`src/design/pcent_pkg.sv`:
```
`timescale 1ns / 1ps
// ----------------------------------------------------------------------------
// pcent_pkg
// Shared types, codes and width helpers for the polygon centroid core.
// ----------------------------------------------------------------------------
package pcent_pkg;

    localparam int COORD_W      = 16;
    localparam int CROSS_TERM_W = 33;   // ax*by - bx*ay
    localparam int SUM_W        = 17;   // ax + bx
    localparam int MOM_TERM_W   = 50;   // (ax + bx) * c
    localparam int MIN_VERTICES = 3;
    localparam int SAT_POS_MAG  = 32767;
    localparam int SAT_NEG_MAG  = 32768;

    typedef enum logic [1:0] {
        RES_OK        = 2'd0,
        RES_FEW       = 2'd1,
        RES_ZERO_AREA = 2'd2,
        RES_TOO_MANY  = 2'd3
    } result_code_t;

    // controller -> datapath
    typedef struct packed {
        logic         load;        // latch the accepted vertex word
        logic         take_first;  // first vertex of a polygon
        logic         sat_count;   // vertex beyond the limit
        logic         advance;     // prev <= current, count++
        logic         edge_mul;    // edge step 1: cross products and coordinate sums
        logic         close;       // edge runs back to the first vertex
        logic         edge_sub;    // edge step 2: cross term
        logic         edge_mom;    // edge step 3: moment products, cross accumulate
        logic         edge_acc;    // edge step 4: moment accumulate
        logic         div_load;    // magnitudes and signs
        logic         den_mul3;    // divisor = 3 * |cross|
        logic         div_step;    // one restoring division step
        logic         emit;        // load output register, clear polygon
        result_code_t code;
    } pcent_cmd_t;

    // datapath -> controller
    typedef struct packed {
        logic last;
        logic cnt_zero;
        logic cnt_full;
        logic cnt_over;
        logic cnt_few;
        logic cross_zero;
        logic out_free;
    } pcent_sts_t;

    function automatic int edge_w(int max_v);
        return $clog2(max_v);
    endfunction

    function automatic int cross_w(int max_v);
        return CROSS_TERM_W + edge_w(max_v);
    endfunction

    function automatic int mom_w(int max_v);
        return MOM_TERM_W + edge_w(max_v);
    endfunction

endpackage

```
`src/design/pcent_ctrl.sv`:
```
`timescale 1ns / 1ps
// ----------------------------------------------------------------------------
// pcent_ctrl
// Sequencer for vertex intake, edge steps, closing edge and division.
// ----------------------------------------------------------------------------
module pcent_ctrl
    import pcent_pkg::*;
#(
    parameter int MAX_VERTICES = 64
) (
    input  logic       clk,
    input  logic       rst_n,
    input  logic       in_valid,
    output logic       in_stall,
    input  pcent_sts_t sts,
    output pcent_cmd_t cmd
);

    localparam int ITER = mom_w(MAX_VERTICES);
    localparam int IT_W = $clog2(ITER);

    typedef enum logic [3:0] {
        S_IDLE,
        S_DECIDE,
        S_E1,
        S_E2,
        S_E3,
        S_E4,
        S_TAIL,
        S_ZCHK,
        S_DEN,
        S_DIV,
        S_RESULT
    } state_t;

    state_t       state_reg, state_next;
    logic         close_reg, close_next;
    result_code_t code_reg, code_next;
    logic [IT_W-1:0] iter_reg, iter_next;

    assign in_stall = (state_reg != S_IDLE);

    always_comb begin
        state_next = state_reg;
        close_next = close_reg;
        code_next  = code_reg;
        iter_next  = iter_reg;
        cmd        = '0;
        cmd.close  = close_reg;
        cmd.code   = code_reg;

        case (state_reg)
            S_IDLE: begin
                if (in_valid) begin
                    cmd.load   = 1'b1;
                    state_next = S_DECIDE;
                end
            end
            S_DECIDE: begin
                if (sts.cnt_full) begin
                    cmd.sat_count = 1'b1;
                    state_next    = S_TAIL;
                end else if (sts.cnt_zero) begin
                    cmd.take_first = 1'b1;
                    state_next     = S_TAIL;
                end else begin
                    close_next = 1'b0;
                    state_next = S_E1;
                end
            end
            S_E1: begin
                cmd.edge_mul = 1'b1;
                state_next   = S_E2;
            end
            S_E2: begin
                cmd.edge_sub = 1'b1;
                state_next   = S_E3;
            end
            S_E3: begin
                cmd.edge_mom = 1'b1;
                state_next   = S_E4;
            end
            S_E4: begin
                cmd.edge_acc = 1'b1;
                if (close_reg) begin
                    state_next = S_ZCHK;
                end else begin
                    cmd.advance = 1'b1;
                    state_next  = S_TAIL;
                end
            end
            S_TAIL: begin
                if (!sts.last) begin
                    state_next = S_IDLE;
                end else if (sts.cnt_over) begin
                    code_next  = RES_TOO_MANY;
                    state_next = S_RESULT;
                end else if (sts.cnt_few) begin
                    code_next  = RES_FEW;
                    state_next = S_RESULT;
                end else begin
                    close_next = 1'b1;
                    state_next = S_E1;
                end
            end
            S_ZCHK: begin
                if (sts.cross_zero) begin
                    code_next  = RES_ZERO_AREA;
                    state_next = S_RESULT;
                end else begin
                    cmd.div_load = 1'b1;
                    state_next   = S_DEN;
                end
            end
            S_DEN: begin
                cmd.den_mul3 = 1'b1;
                iter_next    = '0;
                state_next   = S_DIV;
            end
            S_DIV: begin
                cmd.div_step = 1'b1;
                if (iter_reg == IT_W'(ITER - 1)) begin
                    code_next  = RES_OK;
                    state_next = S_RESULT;
                end else begin
                    iter_next = iter_reg + IT_W'(1);
                end
            end
            S_RESULT: begin
                if (sts.out_free) begin
                    cmd.emit   = 1'b1;
                    state_next = S_IDLE;
                end
            end
            default: begin
                state_next = S_IDLE;
            end
        endcase
    end

    always_ff @(posedge clk or negedge rst_n) begin
        if (!rst_n) begin
            state_reg <= S_IDLE;
            close_reg <= 1'b0;
            code_reg  <= RES_OK;
            iter_reg  <= '0;
        end else begin
            state_reg <= state_next;
            close_reg <= close_next;
            code_reg  <= code_next;
            iter_reg  <= iter_next;
        end
    end

endmodule

```
`config.mk`:
```
export PLATFORM = sky130hd
export DESIGN_NAME = pcent_ctrl
export DESIGN_NICKNAME = d
export VERILOG_FILES = /design/src/design/pcent_pkg.sv /design/src/design/pcent_ctrl.sv
export SDC_FILE = /design/constraint.sdc
export NUM_CORES = 1
export LEC_CHECK = 0
export ABC_AREA = 1
export ABC_CLOCK_PERIOD_IN_PS = 1400
export BUFFER_PORTS_ARGS = -buffer_cell sky130_fd_sc_hd__buf_2
export CAP_MARGIN = 5
export CORE_MARGIN = 3
export CORE_UTILIZATION = 45
export CTS_CLUSTER_DIAMETER = 40
export DETAILED_ROUTE_END_ITERATION = 12
export PLACE_DENSITY = 0.68
export SLEW_MARGIN = 20
export SYNTH_ARGS = -nofsm -noshare
export SYNTH_HDL_FRONTEND = slang
export SYNTH_SLANG_ARGS = --single-unit
```
`constraint.sdc`:
```
create_clock -name clk -period 1.4 [get_ports clk]
set_input_delay 0.07 -clock clk [delete_from_list [all_inputs] [get_ports clk]]
set_output_delay 0.07 -clock clk [all_outputs]
set_load 0.005 [all_outputs]
```
# After elaboration in Yosys (flattened, before gate mapping)
# Index checks and enable logic that the tools add are counted.
# word_totals
reg_bits,13
inputBits,10
# classes
n_addsub,1
eq_ne,22
n_mux,43
n_reduce_logical,9
# ops
op,n
4-bit case mux with 11 select lines,1
4-bit two-way mux,7
1-bit two-way mux,23
"2-bit != test, second input constant",10
"4-bit by 3-bit == test with 1-bit output, second input constant",4
2-bit two-way mux,7
"4-bit == test, second input constant",3
6-bit case mux with 2 select lines,1
"4-bit by 2-bit == test with 1-bit output, second input constant",2
"6-bit by 1-bit adder with 6-bit output, second input constant",1
"6-bit == test, second input constant",1
6-bit two-way mux,1
2-bit case mux with 3 select lines,1
6-bit AND reduction,1
5-bit AND reduction,1
"4-bit by 1-bit == test with 1-bit output, second input constant",1
4-bit zero test,1
2-bit nonzero test,2
4-bit nonzero test,1
3-bit two-way mux,1
"3-bit != test, second input constant",1
3-bit AND reduction,1
3-bit nonzero test,1
1-bit case mux with 2 select lines,1
2-bit AND reduction,1

# Depth between registers and ports, before layout
# Gate-level depths: netlist of the first run.
# depth
word_depth,4
depth_mapped,8
ltp_nobuf,8

# Least setup slack after synthesis of the first run
# Ideal clock, no wire load.
# synth_timing
path_type,reg-to-reg
startpoint,reg iter_reg[0]
endpoint,reg iter_reg[2]
setup_ns,0.118
arrival_time_ns,1.113
required_ns,1.282
path_slack_ns,0.169
stages_incl_launch_ff,7
period_less_slack_ns,1.231
path_cell_list,dfrtp_1 -> ha_1 -> nand3_1 -> nor2_1 -> nor2_4 -> nor2_2 -> a21o_1
# synth_via
elab_chain_len,3
elab_cells_between_ends,6
cone_classes,add/sub: 1; eq/ne: 2; mux: 2; reduce/logical: 1
# synth_lines
item,line,rtl
start: declaration,pcent_ctrl.sv:39,"logic [IT_W-1:0] iter_reg, iter_next;"
start signal: assignment,pcent_ctrl.sv:151,iter_reg <= iter_next;
6-bit by 1-bit adder with 6-bit output or 6-bit == test (tied branches),"pcent_ctrl.sv:126, pcent_ctrl.sv:122",
6-bit two-way mux or 2-bit != test (tied branches),n/a,
6-bit case mux with 2 select lines or 2-bit AND reduction (tied branches),n/a,
# Parallel ways exist; a longest one is shown, timed or not. The select of a mux whose other input is x is not followed.
# A chain may end at the register's enable or synchronous reset.

==> results of run 1 <==
## final timing paths
check	start	end	slack (ps)	cells after the start
min in group asynchronous	rst_n	iter_reg[2]$_DFFE_PN0P_	220	2
hold reg to reg	code_reg[0]$_DFFE_PN0P_	code_reg[0]$_DFFE_PN0P_	470	2
max in group asynchronous	rst_n	state_reg[3]$_DFFE_PN0P_	930	2
setup / recovery	state_reg[1]$_DFFE_PN0P_	cmd[4]	10	4
hold / removal	sts[2]	close_reg$_DFFE_PN0P_	80	4
setup reg to reg	state_reg[1]$_DFFE_PN0P_	iter_reg[2]$_DFFE_PN0P_	50	5
## cells in the mapped netlist
master / n / area, µm²
buf_4: 1 / 7.51
nor3_1: 2 / 10.0
o211ai_1: 1 / 7.51
nor2_2: 6 / 37.5
nand2_1: 44 / 165
nand4_1: 4 / 25.0
o221ai_1: 1 / 8.76
xnor2_1: 1 / 8.76
a21o_1: 1 / 7.51
nand3_1: 8 / 40.0
ha_1: 1 / 12.5
nand2_2: 1 / 6.26
xor2_1: 1 / 8.76
o21ai_0: 4 / 20.0
inv_1: 21 / 78.8
nor2_4: 2 / 22.5
a21oi_1: 2 / 10.0
inv_2: 1 / 3.75
o21ai_1: 3 / 15.0
nor2_1: 19 / 71.3
dfrtp_1: 13 / 325
## timing repair
action	in CTS	in global routing
hold buffers	1	0
resized for setup	3	25
endpoints found under the setup margin	3	20
pin swaps	1	6
buffers inserted	1	2
hold endpoints to repair	13	0
## logic make-up after synthesis
kind of cell    share of synthesized area
fa+ha+maj                          0.0140
buf+inv                             0.101
xor+xnor                           0.0196
compound gates                     0.0771
simple gates                        0.424
flops                               0.365
## critical path, stage by stage (launching register included)
cell	delay, ps
dfrtp_2	470
nor2_1	170
inv_1	110
nor2_4	140
buf_2	140
## layout by cell type (no fill, tap or decap), types with 7 or more instances in the layout
cell type,Yosys,routed
buf_4,1,7
nor2_1,19,13
inv_1,21,18
nand2_1,44,39
nor2_2,6,7
nor2_4,2,7
nand3_1,8,8
buf_2,0,25
dfrtp_1,13,10
## layer usage
| layer | up-vias | wire length, µm |
|---|---|---|
| met4 | 0 | 45 |
| met3 | 7 | 117 |
| li1 | 506 | - |
| met1 | 443 | 1030 |
| met2 | 30 | 1140 |
| met5 | - | 0 |
## area by class of cell
class / instances / area, µm²
clock inverter: 1 / 5.00
sequential: 13 / 329
tap: 25 / 31.3
inverter: 22 / 82.6
fill: 168 / 587
timing repair buffer: 34 / 199
multi-input combinational: 101 / 546
clock buffer: 3 / 22.5
## through the flow
stage	total power [mW]	std cells	instance area, µm²	setup TNS [ps]	hold WS, ps
floorplan	1.28	137	892	0	-226
global placement	1.65	191	1080	0	-27.0
detailed placement	1.67	191	1080	0	-25.3
CTS	1.96	197	1130	0	78.0
global route	2.38	199	1210	-447	116
finish	2.18	199	1210	0	82.5
## report_power, final
group	internal (mW)	switching [mW]
clock	0.106	0.144
combinational	0.515	0.750
sequential	0.507	0.154
==> flow_metrics.env, run 1 <==
export IMPL_synth_seq_cells=13
export IMPL_rsz0062_at_grt="true"
export IMPL_drt_first_pass_iters=4
export IMPL_hold_viol=0
export IMPL_endpoint_kind="output port"
export IMPL_io_pins=26
export IMPL_path_clk_slew_ps=90
export IMPL_fin_crit_sh=0.991
export IMPL_relSlewSlack=0.798
export IMPL_gp_congestion=0.866
export IMPL_num_rows=15
export IMPL_grt_use_total=0.198
export IMPL_finalNetCount=186
export IMPL_syn_num_nets=148
export IMPL_dp_slack_ps=48.9
export IMPL_cts_sinks=13
export IMPL_ant_nets=0
export IMPL_cts_tree="done"
export IMPL_ys_seq_area_frac=0.365
export IMPL_p_leak_nw=0.688
export IMPL_hp_class="in -> reg"
export IMPL_dieArea_um2=2550
export IMPL_crit_path_start_kind="register"
export IMPL_drv_cap=0
export IMPL_worst_pin_slew_ps=304
export IMPL_final_setup_viol_count=0
export IMPL_grt_antenna_before_repair=0
export IMPL_power_density_nw_per_um2=1790
export IMPL_setup_ws_ps=12.4
export IMPL_die_y_um=50.5
export IMPL_worstSetupPathType="reg -> out"
export IMPL_n_antenna_cell=0
export IMPL_worst_ep_arrival_time_ps=1320
export IMPL_use_met1=0.260
export IMPL_place_hpwl_um=1760
export IMPL_wl_per_cell_um=11.7
export IMPL_finalClockSkew_ps=0.956
export IMPL_netlist_area_um2=892
export IMPL_slew_violations=0
export IMPL_ys_types=21
export IMPL_ir_drop_mv=1.23
export IMPL_drtIter0Drc=30
export IMPL_grt_use_met3=0.0386
export IMPL_die_w_um=50.5
export IMPL_grt_use_met2=0.324
export IMPL_drc=0
export IMPL_start_util=0.495
export IMPL_yosys_warnings=0
export IMPL_floorplan_core_area_um2=1800
export IMPL_largest_register_ffs=6
export IMPL_fmax_ghz=0.721
export IMPL_grt_busiest_layer="met2"
export IMPL_outcome="complete, no violations"
export IMPL_postSynthAreaPerCell_um2=6.51
export IMPL_port_buffer_count=25
export IMPL_drive_above_1_share=0.379
export IMPL_syn_instance_count=137
export IMPL_cts_buffer_depth=2
export IMPL_htreeDepth=1
export IMPL_cp_max_fo=6
export IMPL_numCtsBuffers=3
export IMPL_overflow=0
export IMPL_routed_wl_um=2340
export IMPL_cp_required_ps=1330
export IMPL_period_needed_ps=1390
export IMPL_grt_pass1_wl_um=3880
export IMPL_syn_to_final_growth_pct=36.2
export IMPL_vias=986
export IMPL_clk_latency_ps=280
export IMPL_grt_pass1_vias=938
export IMPL_fin_util=0.674
export IMPL_viasPerCell=4.95
export IMPL_cts_root_buf="clkbuf_4"
export IMPL_grt_start_max_net_pins=14
No activity file was read; power rests on OpenSTA's default activity.
==> run 2, diff against run 1 <==
- CORE_ASPECT_RATIO: unset -> 0.8
- GPL_TIMING_DRIVEN: unset -> 1
==> run 2 against run 1 <==
  * The run now ends with negative setup slack left
  * Largest power group unchanged
  * Critical path depth increased by 2
  * Highest routed layer unchanged
  * Clock power decreased by 8%
  * Cell count grew 1.0%
  * Routed wire length grew 2.1%
  * Sequential share of layout area shrank 1.1 points
  * Largest cell class unchanged
==> flow_metrics.env, run 2 (synthesis gave the netlist of run 1 again) <==
export IMPL_grt_antenna_before_repair=0
export IMPL_rr_startpoint="state_reg[3]$_DFFE_PN0P_"
export IMPL_routed_wl_um=2390
export IMPL_die_y_um=45.8
export IMPL_drtIter0Drc=27
export IMPL_period_needed_ps=1400
export IMPL_num_rows=13
export IMPL_numCtsBuffers=3
export IMPL_cts_root_buf="clkbuf_4"
export IMPL_crit_chain="inv_4 > nor2_1 > nand2_2 > nor2_4 > nor2_2 > a21o_1"
export IMPL_p_leak_nw=0.723
export IMPL_endpoint_kind="register"
export IMPL_fmax_ghz=0.713
export IMPL_dpl_cell_count=189
export IMPL_cts_tree="done"
export IMPL_pwr_share_clk=0.100
export IMPL_worst_pin_slew_ps=319
export IMPL_worst_ep_arrival_time_ps=1580
export IMPL_p_switching_mw=1.09
export IMPL_syn_to_final_growth_pct=42.5
export IMPL_hold_viol=0
export IMPL_cts_buffer_depth=2
export IMPL_grt_use_total=0.186
export IMPL_cp_required_ps=1570
export IMPL_seqCellArea_um2=330
export IMPL_holdWs_ps=84.1
export IMPL_clk_latency_ps=280
export IMPL_ir_drop_mv=1.39
export IMPL_outcome="finished, violations left"
export IMPL_place_hpwl_um=1750
export IMPL_p_comb_frac=0.607
export IMPL_drt_first_pass_iters=4
export IMPL_path_clk_slew_ps=70
export IMPL_finalNetCount=191
export IMPL_ff2ff_path_depth=6
export IMPL_n_antenna_cell=0
export IMPL_gp_congestion=0.922
export IMPL_vias=1000
export IMPL_cp_max_fo=5
export IMPL_internal_power_mw=1.21
export IMPL_final_setup_viol_count=1
export IMPL_largest_register_ffs=6
export IMPL_fin_crit_sh=1.00
export IMPL_fin_util=0.730
export IMPL_wl_per_cell_um=11.9
export IMPL_cts_sinks=13
export IMPL_floorplan_core_area_um2=1740
export IMPL_worst_path_dominant_cell_family="simple AND/OR/NAND/NOR gates"
export IMPL_dp_slack_ps=-33.3
export IMPL_crit_start="state_reg[3]$_DFFE_PN0P_"
export IMPL_relSlewSlack=0.786
export IMPL_r2r_end="iter_reg[2]$_DFFE_PN0P_"
export IMPL_die_w_um=55.8
export IMPL_rrSetupSlack_ps=-3
export IMPL_viasPerCell=4.98
export IMPL_drv_cap=0
export IMPL_overflow=0
export IMPL_place_area_um2=1080
export IMPL_dieArea_um2=2560
export IMPL_final_common_cell="nand2_1"
export IMPL_fin_cells=201
export IMPL_crit_path_start_kind="register"
export IMPL_rsz0062_at_grt="true"
export IMPL_htreeDepth=1
export IMPL_grt_pass1_wl_um=3640
export IMPL_grt_start_max_net_pins=14
export IMPL_ant_nets=0
export IMPL_finalClockSkew_ps=0.787
export IMPL_swShare=0.475
export IMPL_hp_start="sts[2]"
export IMPL_min_to="close_reg$_DFFE_PN0P_"
export IMPL_grt_pass1_vias=817
export IMPL_worstHoldPathCells=4
export IMPL_slowest_stage="dfrtp_2"
export IMPL_port_buffer_count=25
export IMPL_io_pins=26
export IMPL_start_util=0.513
export IMPL_p_seq_frac=0.293
export IMPL_setup_ws_ps=-3.18
export IMPL_worstSetupPathType="reg -> reg"
export IMPL_fill_cells=132
export IMPL_drc=0
export IMPL_violations="negative setup slack"
export IMPL_multi_input_area_um2=562
export IMPL_power_density_nw_per_um2=1810
export IMPL_design_area_um2=1270
export IMPL_path_buf_inv=1
export IMPL_layout_common_cells="nand2_1 (39), buf_2 (25), inv_1 (20), nor2_1 (15), buf_4 (11)"
export IMPL_worst_path_largest_cell_delay_ps=450
export IMPL_drive_above_1_share=0.374
export IMPL_hp_class="in -> reg"
export IMPL_slew_violations=0
## run 2: cell types whose count changed in the layout (fill, tap and decap cells not counted), moves of 2 or more
cell | before | now
buf_4 | 7 | 11
inv_2 | 4 | 1
nor2_2 | 7 | 3
nor2_1 | 13 | 15
nor2_4 | 7 | 9
inv_1 | 18 | 20
## run 2: routing by layer
layer  track usage  wire (µm)
met1         0.244       1110
met2         0.297       1070
met5             0          0
met3        0.0652        167
met4        0.0437         40
## run 2: worst max path at each step
| stage | endpoint | slack (ps) | cells past startpoint |
|---|---|---|---|
| 2_1_floorplan | iter_reg[2]$_DFFE_PN0P_ | 170 | 6 |
| 3_3_place_gp | state_reg[1]$_DFFE_PN0P_ | -50 | 6 |
| 3_5_place_dp | state_reg[3]$_DFFE_PN0P_ | -30 | 6 |
| 4_1_cts | cmd[4] | 6 | 5 |
| 5_1_grt | cmd[11] | -50 | 5 |
| 6_report | iter_reg[2]$_DFFE_PN0P_ | -3 | 6 |
## run 2: layout make-up
class | instances | area share
sequential | 13 | 0.260
multi-input combinational | 101 | 0.442
timing repair buffer | 39 | 0.189
inverter | 22 | 0.0669
clock buffer | 4 | 0.0207
tap | 22 | 0.0217
## run 2: timing repair
action | 4_1_cts | 5_1_grt
setup endpoints to repair | 5 | 19
pin swaps | 0 | 9
buffers inserted | 0 | 8
endpoints found under the hold margin | 13 | 0
gates cloned | 0 | 0
resized for setup | 6 | 24
hold buffers | 1 | 0
## run 2: per-stage QoR
stage | power [mW] | setup TNS [ps]
finish | 2.30 | -3.18
global route | 2.49 | -392
CTS | 1.98 | 0
detailed placement | 1.69 | -59.8
global placement | 1.67 | -115
floorplan | 1.28 | 0
## run 2: power groups by stage
| stage | registers (mW) | clock network (mW) | logic [mW] |
|---|---|---|---|
| floorplan | 0.626 | 0 | 0.656 |
| global placement | 0.624 | 0 | 1.05 |
| detailed placement | 0.631 | 0 | 1.05 |
| CTS | 0.642 | 0.240 | 1.10 |
| global route | 0.700 | 0.261 | 1.53 |
| finish | 0.675 | 0.231 | 1.40 |
## run 2: worst min-delay path, stage by stage
cell and delay [ps]:
buf_2 90, nor2_1 40, nand4_1 80, nand2_1 50
==> run 3, diff against run 2 <==
- CORE_UTILIZATION: 45 -> 50
- PLACE_DENSITY: 0.68 -> 0.77
==> run 3 against run 2 <==
  * Die area decreased by 8.8%
  * Largest power group unchanged
  * Final area is 5.9% lower
  * Clock power barely moved
  * Via count grew 2.3%
  * Worst setup slack improved by 25 ps
  * Clock-buffer cell count unchanged
  * Worst hold slack got worse by 4.3 ps
  * Core utilization increased by 5.1 points
  * Power down 3.9%
  * The run now ends clean
==> flow_metrics.env, run 3 (synthesis gave the netlist of run 1 again) <==
export IMPL_outcome="complete, no violations"
export IMPL_wl_per_cell_um=12.9
export IMPL_p_leak_nw=0.689
export IMPL_drtIter0Drc=58
export IMPL_dieArea_um2=2330
export IMPL_syn_to_final_growth_pct=34.1
export IMPL_num_rows=12
export IMPL_crit_path_start_kind="register"
export IMPL_drt_first_pass_iters=4
export IMPL_cts_root_buf="clkbuf_4"
export IMPL_gp_congestion=0.898
export IMPL_numCtsBuffers=3
export IMPL_layout_common_cells="nand2_1 (40), buf_2 (25), inv_1 (20), nor2_1 (15), dfrtp_1 (9)"
export IMPL_cts_sinks=13
export IMPL_viasPerCell=5.22
export IMPL_endpoint_kind="output port"
export IMPL_setup_ws_ps=21.6
export IMPL_dpl_cell_count=185
export IMPL_internal_power_mw=1.16
export IMPL_rsz0062_at_grt="true"
export IMPL_slowest_stage="dfrtp_2"
export IMPL_cp_max_fo=5
export IMPL_io_pins=26
export IMPL_worstSetupPathType="reg -> out"
export IMPL_hold_viol=0
export IMPL_tns_ps=0
export IMPL_grt_start_max_net_pins=14
export IMPL_worst_pin_slew_ps=371
export IMPL_die_y_um=43.8
export IMPL_largest_register_ffs=6
export IMPL_cp_required_ps=1330
export IMPL_htreeDepth=1
export IMPL_final_common_cell="nand2_1"
export IMPL_period_needed_ps=1380
export IMPL_clk_latency_ps=280
export IMPL_finalClockSkew_ps=3.25
export IMPL_overflow=0
export IMPL_p_switching_mw=1.05
export IMPL_ant_nets=0
export IMPL_port_buffer_count=25
export IMPL_swShare=0.474
export IMPL_p_comb_frac=0.595
export IMPL_dp_slack_ps=12.8
export IMPL_slew_violations=0
export IMPL_grt_pass1_vias=895
export IMPL_fin_crit_sh=0.985
export IMPL_relSlewSlack=0.752
export IMPL_p_seq_frac=0.300
export IMPL_worst_ep_arrival_time_ps=1310
export IMPL_cts_tree="done"
export IMPL_pwr_share_clk=0.105
export IMPL_grt_pass1_wl_um=3780
export IMPL_die_w_um=53.2
export IMPL_grt_use_total=0.221
export IMPL_ir_drop_mv=1.43
export IMPL_place_area_um2=1060
export IMPL_start_util=0.583
export IMPL_worst_path_largest_cell_delay_ps=420
export IMPL_crit_chain="inv_2 > nor2_4 > buf_6 > nand2_1 > nor2_1 > buf_2"
export IMPL_floorplan_core_area_um2=1530
export IMPL_power_density_nw_per_um2=1850
export IMPL_vias=1023
export IMPL_cts_buffer_depth=2
export IMPL_finalNetCount=187
export IMPL_place_hpwl_um=1840
export IMPL_routed_wl_um=2530
export IMPL_drv_cap=0
export IMPL_grt_antenna_before_repair=0
export IMPL_path_clk_slew_ps=80
export IMPL_fmax_ghz=0.725
export IMPL_drive_above_1_share=0.349
export IMPL_drc=0
export IMPL_n_antenna_cell=0
export IMPL_fin_cells=196
export IMPL_design_area_um2=1200
export IMPL_holdWs_ps=79.8
export IMPL_final_setup_viol_count=0
export IMPL_hp_class="in -> reg"
[run 3: area by class of cell]
cell class	count	area (µm²)
multi-input cells	101	520
fillers	125	335
flip-flops and latches	13	330
repair buffers	35	210
inverters	22	82.6
clock buffers	4	26.3
well taps	21	26.3
[run 3: path summary, 6_finish.rpt]
check | start | to | slack (ps) | cells after the start
worst max register to register | state_reg[0]$_DFFE_PN0P_ | iter_reg[2]$_DFFE_PN0P_ | 50 | 6
worst min register to register | code_reg[1]$_DFFE_PN0P_ | code_reg[1]$_DFFE_PN0P_ | 470 | 2
max in group asynchronous | rst_n | state_reg[3]$_DFFE_PN0P_ | 940 | 2
min in group asynchronous | rst_n | close_reg$_DFFE_PN0P_ | 200 | 2
worst max-delay path | state_reg[0]$_DFFE_PN0P_ | cmd[11] | 20 | 6
worst min-delay path | sts[2] | close_reg$_DFFE_PN0P_ | 80 | 4
[run 3: layer usage]
metal / global-route usage / vias to the layer above / wire length (µm)
met4: 0.0408 / 0 / 46
met2: 0.350 / 46 / 1220
met3: 0.0825 / 6 / 209
met5: 0 / - / 0
li1: - / 503 / -
met1: 0.289 / 468 / 1050
[run 3: timing repair]
item,4_1_cts,5_1_grt
hold endpoints to repair,13,0
pin swaps,1,4
resized for setup,4,17
setup buffers,1,5
setup endpoints to repair,4,18
hold buffers,1,0
[run 3: stage by stage]
stage	utilization	power, mW
after floorplan	-	1.28
after global placement	0.691	1.64
after detailed placement	0.691	1.68
after CTS	0.727	1.96
after global routing	0.781	2.39
final	0.781	2.21
[run 3: power by group through the flow]
stage               sequential, mW  combinational [mW]  clock [mW]
finish                       0.663                1.32       0.232
global route                 0.687                1.45       0.258
CTS                          0.632                1.09       0.242
detailed placement           0.632                1.05           0
global placement             0.625                1.02           0
floorplan                    0.626               0.656           0
[run 3: worst max-delay path, delay by kind of cell (launching register included)]
| kind | cells | cell delay, ps |
|---|---|---|
| simple gates | 3 | 300 |
| buf+inv | 3 | 300 |
| flops | 1 | 420 |
